<file path="config.mk">
export PLATFORM = sky130hd
export DESIGN_NAME = manchester_rf_frame_encoder_unit
export DESIGN_NICKNAME = d
export VERILOG_FILES = /design/src/design/mrfe_pkg.sv /design/src/design/manchester_rf_frame_encoder_unit.sv
export SDC_FILE = /design/constraint.sdc
export NUM_CORES = 1
export LEC_CHECK = 0
export BUFFER_PORTS_ARGS = -buffer_cell sky130_fd_sc_hd__buf_4
export CORE_ASPECT_RATIO = 1.25
export CORE_MARGIN = 4
export CORE_UTILIZATION = 58
export CTS_BUF_LIST = sky130_fd_sc_hd__clkbuf_4 sky130_fd_sc_hd__clkbuf_8 sky130_fd_sc_hd__clkbuf_16
export CTS_CLUSTER_SIZE = 8
export DETAILED_ROUTE_END_ITERATION = 8
export PLACE_DENSITY_LB_ADDON = 0.3
export SYNTH_ARGS = -nofsm -noshare
export SYNTH_HDL_FRONTEND = slang
export SYNTH_SLANG_ARGS = --single-unit
</file>
<file path="constraint.sdc">
create_clock -name clk -period 2.1 [get_ports clk]
set_input_delay 0.315 -clock clk [delete_from_list [all_inputs] [get_ports clk]]
set_output_delay 0.315 -clock clk [all_outputs]
set_load 0.02 [all_outputs]
</file>
<file path="src/design/mrfe_pkg.sv">
// Package for the Manchester RF frame encoder.
// Holds operation codes, register indexes, reset values and segment counts.
// No dependencies.
`default_nettype none

package mrfe_pkg;

	localparam int CFG_INDEX_W = 4;
	localparam int DUR_W = 16;
	localparam int BITS_PER_BYTE = 8;
	localparam int SEGS_PER_BYTE = 2 * BITS_PER_BYTE;

	localparam logic OP_FRAME_START = 1'b0;
	localparam logic OP_DATA = 1'b1;

	localparam logic [CFG_INDEX_W-1:0] REG_HALF_BIT = 4'd0;
	localparam logic [CFG_INDEX_W-1:0] REG_START_PULSE = 4'd1;
	localparam logic [CFG_INDEX_W-1:0] REG_GAP = 4'd2;
	localparam logic [CFG_INDEX_W-1:0] REG_FINISH_PULSE = 4'd3;

	localparam logic [DUR_W-1:0] HALF_BIT_RESET = 16'd1100;
	localparam logic [DUR_W-1:0] START_PULSE_RESET = 16'd2000;
	localparam logic [DUR_W-1:0] GAP_RESET = 16'd500;
	localparam logic [DUR_W-1:0] FINISH_PULSE_RESET = 16'd3000;

	localparam logic [BITS_PER_BYTE-1:0] PREAMBLE_PATTERN = 8'hFF;

endpackage

`default_nettype wire

</file>
<file path="src/design/manchester_rf_frame_encoder_unit.sv">
// Top level of the Manchester RF frame encoder.
// Uses mrfe_pkg for codes, register indexes and reset values.
//
// Usage: an input request (op, data_byte, last_byte) is taken on in_valid and
// in_ready. A frame-start request (op 0) expands into PREAMBLE_BYTES*16+3 line
// segments: the 0xFF preamble bytes, the start pulse high and low halves, and
// the low gap. A data request (op 1) expands into 16 half-bit segments, LSB
// first, plus the two finish pulse halves when last_byte is set. Each segment
// leaves on out_valid and out_ready as line_level and duration_us; run_last
// marks the final segment of a request.
// Timing: a request is first registered in the expansion stage; its first
// segment then enters the output register once that register is free. One
// segment is produced per cycle while the receiver takes them; the next request
// is taken in the cycle its predecessor's final segment enters the output
// register, which sets the rate.
// The configuration port takes a write every cycle (cfg_ready is always
// high); writes to an index above 3 are dropped.
// Reset clears both stages and loads the default durations. When the
// receiver stalls, the output register holds its segment and the expansion
// stage waits with it; once that stage is full, in_ready stays low.
`default_nettype none

module manchester_rf_frame_encoder_unit #(
	parameter int PREAMBLE_BYTES = 3
) (
	input  wire logic                            clk,
	input  wire logic                            arst_n,
	input  wire logic                            in_valid,
	output logic                                 in_ready,
	input  wire logic                            op,
	input  wire logic [7:0]                      data_byte,
	input  wire logic                            last_byte,
	output logic                                 out_valid,
	input  wire logic                            out_ready,
	output logic                                 line_level,
	output logic [mrfe_pkg::DUR_W-1:0]           duration_us,
	output logic                                 run_last,
	input  wire logic                            cfg_valid,
	output logic                                 cfg_ready,
	input  wire logic [mrfe_pkg::CFG_INDEX_W-1:0] cfg_index,
	input  wire logic [mrfe_pkg::DUR_W-1:0]       cfg_data
);

	localparam int PRE_SEGS = PREAMBLE_BYTES * mrfe_pkg::SEGS_PER_BYTE;
	localparam int FRAME_SEGS = PRE_SEGS + 3;
	localparam int CNT_W = $clog2(FRAME_SEGS);
	localparam logic [CNT_W-1:0] PRE_END = CNT_W'(PRE_SEGS);
	localparam logic [CNT_W-1:0] FRAME_FINAL = CNT_W'(FRAME_SEGS - 1);
	localparam logic [CNT_W-1:0] BYTE_END = CNT_W'(mrfe_pkg::SEGS_PER_BYTE);
	localparam logic [CNT_W-1:0] BYTE_FINAL = CNT_W'(mrfe_pkg::SEGS_PER_BYTE - 1);
	localparam logic [CNT_W-1:0] FINISH_FINAL = CNT_W'(mrfe_pkg::SEGS_PER_BYTE + 1);

	logic [mrfe_pkg::DUR_W-1:0] half_bit_q;
	logic [mrfe_pkg::DUR_W-1:0] start_pulse_q;
	logic [mrfe_pkg::DUR_W-1:0] gap_q;
	logic [mrfe_pkg::DUR_W-1:0] finish_pulse_q;

	logic             valid_s1;
	logic             op_s1;
	logic [7:0]       byte_s1;
	logic             last_s1;
	logic [CNT_W-1:0] cnt_q;

	logic                       seg_level;
	logic [mrfe_pkg::DUR_W-1:0] seg_dur;
	logic                       seg_final;
	logic                       advance;

	assign cfg_ready = 1'b1;

	always_ff @(posedge clk or negedge arst_n) begin
		if (!arst_n) begin
			half_bit_q <= mrfe_pkg::HALF_BIT_RESET;
			start_pulse_q <= mrfe_pkg::START_PULSE_RESET;
			gap_q <= mrfe_pkg::GAP_RESET;
			finish_pulse_q <= mrfe_pkg::FINISH_PULSE_RESET;
		end else if (cfg_valid) begin
			unique case (cfg_index)
				mrfe_pkg::REG_HALF_BIT: half_bit_q <= cfg_data;
				mrfe_pkg::REG_START_PULSE: start_pulse_q <= cfg_data;
				mrfe_pkg::REG_GAP: gap_q <= cfg_data;
				mrfe_pkg::REG_FINISH_PULSE: finish_pulse_q <= cfg_data;
				default: ;
			endcase
		end
	end

	always_comb begin
		seg_level = 1'b0;
		seg_dur = half_bit_q;
		seg_final = 1'b0;
		if (op_s1 == mrfe_pkg::OP_FRAME_START) begin
			seg_final = (cnt_q == FRAME_FINAL);
			if (cnt_q < PRE_END) begin
				seg_level = mrfe_pkg::PREAMBLE_PATTERN[cnt_q[3:1]] ^ cnt_q[0];
				seg_dur = half_bit_q;
			end else if (cnt_q == PRE_END) begin
				seg_level = 1'b1;
				seg_dur = start_pulse_q;
			end else if (cnt_q == PRE_END + CNT_W'(1)) begin
				seg_level = 1'b0;
				seg_dur = start_pulse_q;
			end else begin
				seg_level = 1'b0;
				seg_dur = gap_q;
			end
		end else begin
			seg_final = last_s1 ? (cnt_q == FINISH_FINAL) : (cnt_q == BYTE_FINAL);
			if (cnt_q < BYTE_END) begin
				seg_level = byte_s1[cnt_q[3:1]] ^ cnt_q[0];
				seg_dur = half_bit_q;
			end else begin
				seg_level = (cnt_q == BYTE_END);
				seg_dur = finish_pulse_q;
			end
		end
	end

	assign advance = valid_s1 && (!out_valid || out_ready);
	assign in_ready = !valid_s1 || (advance && seg_final);

	always_ff @(posedge clk or negedge arst_n) begin
		if (!arst_n) begin
			valid_s1 <= 1'b0;
			cnt_q <= '0;
		end else if (in_valid && in_ready) begin
			valid_s1 <= 1'b1;
			cnt_q <= '0;
		end else if (advance) begin
			valid_s1 <= !seg_final;
			cnt_q <= cnt_q + CNT_W'(1);
		end
	end

	always_ff @(posedge clk) begin
		if (in_valid && in_ready) begin
			op_s1 <= op;
			byte_s1 <= data_byte;
			last_s1 <= last_byte;
		end
	end

	always_ff @(posedge clk or negedge arst_n) begin
		if (!arst_n) begin
			out_valid <= 1'b0;
		end else if (advance) begin
			out_valid <= 1'b1;
		end else if (out_ready) begin
			out_valid <= 1'b0;
		end
	end

	always_ff @(posedge clk) begin
		if (advance) begin
			line_level <= seg_level;
			duration_us <= seg_dur;
			run_last <= seg_final;
		end
	end

endmodule

`default_nettype wire

</file>
== Word-level counts from Yosys, hierarchy flattened ==
Memory sizes are Yosys's and may differ from the RTL's.
Cells that the tools add are included.

* Register bits after elaboration: 100
* ROM bits: 8
* Input bits: 35
* Output and inout bits: 21
* Logic and storage cells: 64
* Memories: 1

* Add/sub/neg operators: 1
* Magnitude comparators: 3
* Eq/ne operators: 9
* Multiplexer cells: 20
* Bitwise gates (word level): 2
* Reduce and logical (&&, ||, !) cells: 15

{| class="wikitable"
|+ Memories
! memory !! words !! width !! read ports !! clocked after memory_dff !! write ports !! RTL line !! text
|-
| (no name shown) || 8 || 1 || 1 || 0 || 0 || manchester_rf_frame_encoder_unit.sv:95 || <nowiki>seg_level = mrfe_pkg::PREAMBLE_PATTERN[cnt_q[3:1]] ^ cnt_q[0];</nowiki>
|}

{| class="wikitable"
|+ Operator list
! cell !! count
|-
| 16-bit two-way mux || 5
|-
| 6-bit == test (second input constant) || 3
|-
| 6-bit by 5-bit == test with 1-bit output (second input constant) || 2
|-
| 1-bit two-way mux || 12
|-
| 6-bit two-way mux || 2
|-
| 4-bit by 2-bit == test with 1-bit output (second input constant) || 2
|-
| 2-bit AND reduction || 4
|-
| 6-bit by 1-bit adder with 6-bit output (second input constant) || 1
|-
| 6-bit by 4-bit == test with 1-bit output (second input constant) || 1
|-
| 6-bit by 5-bit < comparator with 1-bit output (second input constant) || 1
|-
| 6-bit < comparator (second input constant) || 1
|-
| 4-bit by 1-bit == test with 1-bit output (second input constant) || 1
|-
| 4-bit zero test || 1
|-
| 3-bit by 4-bit < comparator with 1-bit output (second input constant) || 1
|-
| 2-bit nonzero test || 2
|-
| 1-bit binary-select mux with 3-bit select || 1
|-
| 1-bit logical AND || 3
|-
| 1-bit zero test || 3
|-
| 1-bit logical OR || 2
|-
| 1-bit XOR || 2
|}

== Depth between registers and ports, before layout ==
Gate-level depths: netlist of run 1.

* Depth in word-level cells: 7
* Depth in mapped cells: 7
* Mapped depth without buffers: 5

== Least setup slack after synthesis of run 1 ==
No wires, ideal clock.

* Path type: flip-flop to flip-flop
* Start point: register cnt_q[2]
* End point: register byte_s1[0], enable pin
* Setup time: 376 ps
* Arrival: 1,452 ps
* Required time: 1,724 ps
* Path slack: 272 ps
* Stages on the path, launching flop included: 5
* Path buffers: 1
* Clock period less this slack: 1,828 ps
* Path through: dfrtp_1 buf_4 nor3b_4 o31ai_2 a211oi_4

* Longest elaborated chain between the ends: 6
* Elaborated cells on any way between the ends: 8
* Classes of those cells: eq/ne (3); mux (2); reduce/logical (3)

{| class="wikitable"
|+ RTL lines
! element !! RTL line !! text
|-
| start: declaration || manchester_rf_frame_encoder_unit.sv:62 || <nowiki>logic [CNT_W-1:0] cnt_q;</nowiki>
|-
| start signal: assignment || manchester_rf_frame_encoder_unit.sv:131 || <nowiki>cnt_q <= cnt_q + CNT_W'(1);</nowiki>
|-
| 6-bit by 4-bit == test with 1-bit output or 6-bit by 5-bit == test with 1-bit output (tied branches) || manchester_rf_frame_encoder_unit.sv:108 || <nowiki>seg_final = last_s1 ? (cnt_q == FINISH_FINAL) : (cnt_q == BYTE_FINAL);</nowiki>
|-
| 1-bit two-way mux || manchester_rf_frame_encoder_unit.sv:108 ||
|-
| 1-bit two-way mux (*) || manchester_rf_frame_encoder_unit.sv:92 || <nowiki>if (op_s1 == mrfe_pkg::OP_FRAME_START) begin</nowiki>
|-
| 1-bit logical AND (*) || manchester_rf_frame_encoder_unit.sv:120 || <nowiki>assign in_ready = !valid_s1 || (advance && seg_final);</nowiki>
|-
| 1-bit logical OR (*) || manchester_rf_frame_encoder_unit.sv:120 ||
|-
| 1-bit logical AND (*) || manchester_rf_frame_encoder_unit.sv:136 || <nowiki>if (in_valid && in_ready) begin</nowiki>
|-
| end signal: assignment || manchester_rf_frame_encoder_unit.sv:138 || <nowiki>byte_s1 <= data_byte;</nowiki>
|-
| end: declaration || manchester_rf_frame_encoder_unit.sv:60 || <nowiki>logic [7:0] byte_s1;</nowiki>
|}

Mark *: on every way between the ends. The rest lies on a longest branch, timed or not.
A chain may end at the register's enable or synchronous reset.

== Worst setup path after layout of run 1 ==
* Start point: register op_s1
* End point: output in_ready

* Longest elaborated chain between the ends: 3

{| class="wikitable"
|+ RTL lines
! element !! RTL line !! text
|-
| start: declaration || manchester_rf_frame_encoder_unit.sv:59 || <nowiki>logic op_s1;</nowiki>
|-
| start signal: assignment || manchester_rf_frame_encoder_unit.sv:137 || <nowiki>op_s1 <= op;</nowiki>
|-
| 1-bit two-way mux || manchester_rf_frame_encoder_unit.sv:92 ||
|-
| 1-bit logical AND || manchester_rf_frame_encoder_unit.sv:120 ||
|-
| 1-bit logical OR || manchester_rf_frame_encoder_unit.sv:120 ||
|-
| end: declaration || manchester_rf_frame_encoder_unit.sv:29 || <nowiki>output logic in_ready,</nowiki>
|}

Every way passes these cells.

==> results.yml, run 1 <==
final_layout:
  num-fill-cells: 556
  antennaDiodeCount: 0
  mostFrequentLayoutCell: "buf_4"
  drive_above_1_share_pct: 49.5
  seq_area_um2: 2680
  multiInputGateArea_um2: 1870
  finalNetCount: 434
  most-common-layout-cells: "73 x buf_4, 54 x mux2_2, 46 x dfrtp_1"
  fin_util_pct: 70.8
  synthToLayoutAreaGrowth_pct: 18.8
run:
  drv_cap: 0
timing:
  setup_violations: 0
  tns_ns: 0
  fin_skew_ns: 0.00922
  period_minus_slack_ns: 2.02
  finalMaxSlewViolations: 0
  rsz0062_at_grt: "no"
  fmax_ghz: 0.495
  hold_violations: 0
  fin_crit_sh_pct: 96.2
logic_synthesis:
  avgSynthCellArea_um2: 14.2
  syn_area_um2: 4650
  synth_nets: 365
  ys_seq_area_share_pct: 57.5
  synth_cell_types: 47
  synth-seq-cells: 100
  synth_warnings: 0
  synth-async-reset-ratio_pct: 72.0
  syn-instance-count: 328
  synthFlopType: "dfrtp_1"
  synth_edf_count: 28
critical_path:
  cp_max_fo: 7
  cp.arrival_ns: 1.70
  start_kind: "register"
  required_ns: 1.78
  critPathKind: "reg -> out"
  cp-end-kind: "output pin"
grt:
  grt_pass1_vias: 3186
  grt_use_total_pct: 22.2
  antenna_found_initial: 0
  grt_pass1_wl_mm: 15.8
  grt_start_max_net_pins: 41
  gr-total-overflow: 0
detailed_routing:
  ant_nets: 0
  dr_total_vias: 2964
  drc: 0
  wl_per_cell_um: 20.0
  drt-initial-drc-count: 185
  drt-total-wl_mm: 9.92
  vias_per_cell: 5.96
  dr.pass1.iters: 4
clock_tree:
  clk_path_buf_depth: 2
  root_buffer: "clkbuf_8"
  worstSkewPairLatency_ns: 0.36
  clk_pin_slew_ns: 0.08
  cts_sinks: 100
  htree_levels: 3
  tritoncts: "yes"
  cts_buffers: 9
die:
  dieArea_um2: 9510
  start_util_pct: 59.6
  die-height_um: 108
  fp.coreArea_um2: 7790
  fp.dieW_um: 88.1
  io_pins: 56
  rows: 36
run_status:
  status: "finished, final reports clean"
place:
  dpl.hpwl_mm: 6.56
  place_congestion: 0.859
  port_buffers: 54
min_path:
  hp-class: "in -> reg"
pwr:
  vdd_ir_drop_max_uv: 559
  p_per_area_nw_per_um2: 1090
  leakagePower_uw: 0.00234
==> layer usage <==
metal	part of all wire (%)	up-vias	track usage, %
met3	5.2	14	4.34
met4	1.6	0	8.21
met1	40	1511	27.7
met2	54	85	38.2
li1	-	1354	-
met5	0	-	0
==> final timing paths <==
kind / startpoint / end / slack (ns) / depth (start not counted)
worst max-delay path: op_s1$_DFFE_PP_ / in_ready / 0.08 / 4
worst min-delay path: data_byte[3] / byte_s1[3]$_DFFE_PP_ / 0.13 / 1
worst max register to register: cnt_q[5]$_DFFE_PN0P_ / op_s1$_DFFE_PP_ / 0.26 / 5
worst min register to register: start_pulse_q[12]$_DFFE_PN0P_ / start_pulse_q[12]$_DFFE_PN0P_ / 0.52 / 1
max in group asynchronous: arst_n / gap_q[6]$_DFFE_PN1P_ / 1.02 / 3
min in group asynchronous: arst_n / valid_s1$_DFFE_PN0P_ / 0.45 / 2
==> cells by family after synthesis <==
| logic type | Yosys count | synth area share [%] |
|---|---|---|
| buf+inv | 23 | 2.94 |
| mux | 83 | 21.0 |
| xor+xnor | 5 | 0.943 |
| flops | 100 | 57.5 |
| compound gates | 59 | 9.08 |
| other cells | 1 | 0.0807 |
| fa+ha+maj | 3 | 0.754 |
| simple gates | 54 | 7.76 |
==> synthesized netlist by cell type, drive strengths merged (6+ instances only) <==
| library cell | n | area, um2 |
|---|---|---|
| nor2 | 10 | 45.0 |
| o221ai | 16 | 140 |
| mux2i | 17 | 170 |
| nor2b | 18 | 113 |
| buf | 10 | 87.6 |
| dfrtp | 49 | 1230 |
| edfxtp | 28 | 841 |
| mux2 | 64 | 758 |
| dfstp | 23 | 604 |
| o21ai | 32 | 160 |
| nand2 | 6 | 22.5 |
| clkbuf | 9 | 33.8 |
==> sequential cells by signal (all words and copies together), names as in the netlist <==
register and cells:
gap_q 16, duration_us 16, out_valid 1, half_bit_q 16
line_level 1, last_s1 1, cnt_q 6, finish_pulse_q 16
run_last 1, op_s1 1, start_pulse_q 16, valid_s1 1
byte_s1 8
==> power by group <==
| part | switching [uW] | internal, uW | total, uW |
|---|---|---|---|
| Combinational | 859 | 901 | 1760 |
| Sequential | 366 | 2600 | 2970 |
| Clock | 625 | 682 | 1310 |
| Total | 1850 | 4180 | 6030 |
==> final cells by class <==
type	instances	share of cell area, %
flip-flops and latches	100	48.5
multi-input cells	205	33.9
repair buffers	77	11.2
clock buffers	13	3.22
well taps	95	2.15
clock inverters	3	0.748
inverters	4	0.272
==> worst max-delay path, stage by stage (launching register included) <==
cell	delay, ns
edfxtp_1	0.53
and4bb_2	0.33
a32oi_4	0.23
a21oi_2	0.09
buf_4	0.17
==> per-stage QoR <==
step | setup WS, ns | hold slack (ns) | total power (uW) | area (um2) | cells
3_3_place_gp | 0.332 | 0.296 | 4610 | 5240 | 478
6_report | 0.0805 | 0.127 | 6030 | 5520 | 497
5_1_grt | 0.0150 | 0.107 | 6360 | 5520 | 497
3_5_place_dp | 0.334 | 0.296 | 4700 | 5240 | 478
2_1_floorplan | 0.272 | 0.0194 | 4090 | 4650 | 328
4_1_cts | 0.0123 | 0.114 | 6010 | 5470 | 495
==> repair_timing <==
action                     4_1_cts  5_1_grt
pin swaps                        0        4
hold buffers                     1        0
hold endpoints to repair        22        0
gates resized for setup          1        7
buffers inserted                 0        2
setup endpoints to repair        1        1
Note: power is estimated with default switching activity, not from simulation.
==> inputs of run 2 (changes only) <==
CORE_MARGIN = 2   (was 4)
CORE_UTILIZATION = 60   (was 58)
clock period = 2.6 ns   (was 2.1 ns; I/O delays follow)
==> results.yml, run 2 (same netlist as run 1, synthesis figures left out) <==
run_status:
  status: "finished, final reports clean"
final_layout:
  synthToLayoutAreaGrowth_pct: 14.1
  num-fill-cells: 533
  antennaDiodeCount: 0
  most-common-layout-cells: "64 x buf_4, 54 x mux2_2, 49 x dfrtp_1"
  drive_above_1_share_pct: 46.5
  mostFrequentLayoutCell: "buf_4"
  finalNetCount: 421
  stdcell_count: 481
critical_path:
  crit_start: "op_s1$_DFFE_PP_"
  required_ns: 2.21
  critPathKind: "reg -> out"
  cp.arrival_ns: 1.88
  critPathBufInv: 1
  start_kind: "register"
  r2r_start: "cnt_q[1]$_DFFE_PN0P_"
  critical-path-top-delay-family: "flip-flops"
  cp_slowest_stage_delay_ns: 0.60
  cp_slowest_cell: "edfxtp_1"
  crit_chain: "and4bb_2, a32oi_2, a21oi_1, buf_4"
  cp-end-kind: "output pin"
  cp_max_fo: 15
run:
  drv_cap: 0
grt:
  grt_start_max_net_pins: 73
  gr-total-overflow: 0
  use_met3_pct: 4.68
  antenna_found_initial: 0
  busiest_layer: "met2"
  grt_pass1_wl_mm: 14.6
  grt_pass1_vias: 3002
  grt_use_total_pct: 23.6
  grt.met2_usage_pct: 38.9
  met1_usage_pct: 30.1
detailed_routing:
  ant_nets: 0
  drt-initial-drc-count: 196
  vias_per_cell: 5.99
  drt-total-wl_mm: 9.26
  dr_total_vias: 2880
  dr.pass1.iters: 4
  drc: 0
  wl_per_cell_um: 19.2
place:
  pre_cts_ws_ns: 0.435
  place_inst: 465
  place_congestion: 0.871
  dpl.hpwl_mm: 5.99
  port_buffers: 54
die:
  fp.dieW_um: 82.7
  io_pins: 56
  die-height_um: 102
  start_util_pct: 62.4
  dieArea_um2: 8470
  fp.coreArea_um2: 7440
  rows: 35
timing:
  hold_violations: 0
  finalWorstSetupSlack_ns: 0.326
  tns_ns: 0
  finalMaxSlewViolations: 0
  worst_pin_slew_ns: 0.921
  setup_violations: 0
  slew_headroom_pct: 38.6
  rsz0062_at_grt: "no"
  fmax_ghz: 0.440
  fin_skew_ns: 0.0143
  fin_crit_sh_pct: 87.4
  hold_ws_ns: 0.139
  period_minus_slack_ns: 2.27
clock_tree:
  clk_pin_slew_ns: 0.09
  cts_buffers: 9
  clk_path_buf_depth: 2
  tritoncts: "yes"
  htree_levels: 3
  worstSkewPairLatency_ns: 0.37
  root_buffer: "clkbuf_8"
  cts_resized: 0
  cts_sinks: 100
  postCtsSetupRepairBufs: 0
  ctsHoldBuffers: 0
pwr:
  p_per_area_nw_per_um2: 875
  vdd_ir_drop_max_uv: 444
  leakagePower_uw: 0.00225
min_path:
  hp-class: "in -> async"
## run 2: final timing paths
kind	end	slack, ns	cells after the start
max	in_ready	0.33	4
min	out_valid$_DFFE_PN0P_	0.14	1
max reg2reg	duration_us[0]$_DFFE_PP_	0.39	5
min reg2reg	gap_q[15]$_DFFE_PN0P_	0.51	1
max in group asynchronous	start_pulse_q[3]$_DFFE_PN0P_	1.85	1
min in group clk	last_s1$_DFFE_PP_	0.20	1
## run 2: metrics by stage
stage	total power [uW]	util [%]	instance area (um2)
6_report	4640	71.2	5300
5_1_grt	4890	71.2	5300
4_1_cts	4670	71.2	5300
3_5_place_dp	3750	68.8	5120
3_3_place_gp	3670	68.8	5120
2_1_floorplan	3300	-	4650
## run 2: area by class of cell
cell class                      count  area (um2)  area share, %
Clock buffer                       10         131           2.48
Tap cell                           92         115           2.17
Timing Repair Buffer               64         480           9.07
Inverter                            4        15.0          0.283
Multi-Input combinational cell    205        1840           34.7
Clock inverter                      6        48.8          0.921
Sequential cell                   100        2670           50.4
## run 2: routing by layer
layer	vias to the layer above	part of all wire (%)
met3	11	4.1
met2	69	52
met4	0	1.4
met5	-	0
li1	1323	-
met1	1477	43
## run 2: power breakdown
part | leakage [uW] | total, uW | switching (uW) | internal, uW
sequential | 0.00110 | 2390 | 302 | 2090
clock | 0.0000882 | 919 | 550 | 369
combinational | 0.00106 | 1320 | 646 | 678
==> inputs of run 3 (changes only) <==
==> constraint.sdc (replaced) <==
create_clock -name clk -period 2.6 [get_ports clk]
set_input_delay 0.52 -clock clk [delete_from_list [all_inputs] [get_ports clk]]
set_output_delay 0.52 -clock clk [all_outputs]
set_load 0.02 [all_outputs]
==> results.yml, run 3 (same netlist as run 1, synthesis figures left out) <==
critical_path:
  critical-path-top-delay-family: "flip-flops"
  required_ns: 2.08
  start_kind: "register"
  r2r_start: "cnt_q[1]$_DFFE_PN0P_"
  crit_start: "op_s1$_DFFE_PP_"
  cp_slowest_cell: "edfxtp_1"
  cp_slowest_stage_delay_ns: 0.54
  critPathBufInv: 1
  cp.arrival_ns: 1.77
  cp_max_fo: 9
  cp-end-kind: "output pin"
  critPathKind: "reg -> out"
  crit_chain: "and4bb_2, a32oi_2, a21oi_1, buf_4"
place:
  dpl.hpwl_mm: 5.73
  dpl-instance-area_um2: 5120
  place_congestion: 0.847
  place_inst: 464
  port_buffers: 54
  pre_cts_ws_ns: 0.566
grt:
  grt_pass1_wl_mm: 14.3
  antenna_found_initial: 0
  gr-total-overflow: 0
  grt_pass1_vias: 2862
  grt_start_max_net_pins: 73
  grt_use_total_pct: 22.9
timing:
  period_minus_slack_ns: 2.29
  tns_ns: 0
  fmax_ghz: 0.437
  slew_headroom_pct: 40.3
  finalWorstSetupSlack_ns: 0.309
  fin_crit_sh_pct: 88.1
  finalMaxSlewViolations: 0
  setup_violations: 0
  hold_violations: 0
  rsz0062_at_grt: "no"
  fin_skew_ns: 0.0129
  worst_pin_slew_ns: 0.895
pwr:
  leakagePower_uw: 0.00226
  vdd_ir_drop_max_uv: 519
  p_per_area_nw_per_um2: 887
die:
  start_util_pct: 62.4
  io_pins: 56
  fp.dieW_um: 82.7
  die-height_um: 102
  fp.coreArea_um2: 7440
  rows: 35
  dieArea_um2: 8470
run:
  drv_cap: 0
detailed_routing:
  drt-initial-drc-count: 223
  wl_met3_um: 398
  highest_layer: "met4"
  drc: 0
  dr.pass1.iters: 4
  drt-total-wl_mm: 8.96
  wl_per_cell_um: 18.7
  vias_per_cell: 5.98
  ant_nets: 0
  dr_total_vias: 2871
  met2_length_mm: 4.48
  wl_met1_mm: 3.92
clock_tree:
  clk_pin_slew_ns: 0.10
  root_buffer: "clkbuf_8"
  tritoncts: "yes"
  ctsHoldBuffers: 0
  worstSkewPairLatency_ns: 0.36
  cts_sinks: 100
  clk_path_buf_depth: 2
  cts_resized: 0
  postCtsSetupRepairBufs: 0
  htree_levels: 3
  cts_buffers: 9
final_layout:
  stdcell_count: 480
  antennaDiodeCount: 0
  num-fill-cells: 521
  postLayoutCellArea_um2: 5330
  most-common-layout-cells: "62 x buf_4, 54 x mux2_2, 49 x dfrtp_1"
  mostFrequentLayoutCell: "buf_4"
  finalNetCount: 420
  drive_above_1_share_pct: 46.4
  synthToLayoutAreaGrowth_pct: 14.7
min_path:
  hp-class: "in -> async"
run_status:
  status: "finished, final reports clean"
-- run 3: changes by cell type in the layout (fill, tap and decap cells not counted) --
cell / previous run / this run
buf_4: 64 / 62
buf_12: 0 / 1
bufinv_16: 0 / 1
clkbuf_8: 9 / 10
clkinvlp_4: 2 / 1
inv_8: 1 / 0
-- run 3: worst paths after layout --
check | slack, ns | to | cells past startpoint
worst min-delay path | 0.26 | out_valid$_DFFE_PN0P_ | 1
min in group clk | 0.33 | byte_s1[0]$_DFFE_PP_ | 1
worst min register to register | 0.51 | gap_q[0]$_DFFE_PN0P_ | 1
worst max-delay path | 0.31 | in_ready | 4
worst max register to register | 0.51 | duration_us[10]$_DFFE_PP_ | 6
max in group asynchronous | 1.74 | half_bit_q[9]$_DFFE_PN0P_ | 1
-- run 3: layout make-up --
| cell class | count | area (um2) | area share, % |
|---|---|---|---|
| Timing Repair Buffer | 63 | 485 | 9.11 |
| Clock buffer | 11 | 145 | 2.72 |
| Sequential cell | 100 | 2670 | 50.1 |
| Multi-Input combinational cell | 205 | 1840 | 34.5 |
| Clock inverter | 5 | 60.1 | 1.13 |
| Inverter | 4 | 15.0 | 0.282 |
| Tap cell | 92 | 115 | 2.16 |
-- run 3: worst register-to-register path, delay by kind of cell (launching register included) --
family                     cells  cell delay [ns]
AOI/OAI and AO/OA              2             0.49
adders and majority gates      1             0.24
buffers and inverters          2             0.37
DFF                            1             0.50
muxes                          1             0.24
-- run 3: stage by stage --
step           hold WS [ns]  total power [uW]  util [%]
2_1_floorplan         0.224              3300         -
3_3_place_gp          0.489              3660      68.8
3_5_place_dp          0.494              3720      68.8
4_1_cts               0.319              4740      71.6
5_1_grt               0.311              4960      71.6
6_report              0.261              4730      71.6
-- run 3: metal layers --
metal / GRT usage [%] / up-vias
li1: - / 1320
met1: 31.3 / 1458
met2: 36.2 / 81
met3: 3.53 / 12
met4: 10.6 / 0
met5: 0 / -
-- run 3: report_power, final --
| group | total (uW) | internal [uW] | switching, uW | leakage (uW) |
|---|---|---|---|---|
| Clock | 1020 | 486 | 534 | 0.000103 |
| Combinational | 1330 | 669 | 657 | 0.00106 |
| Sequential | 2380 | 2090 | 288 | 0.00110 |
| Total | 4730 | 3250 | 1480 | 0.00226 |
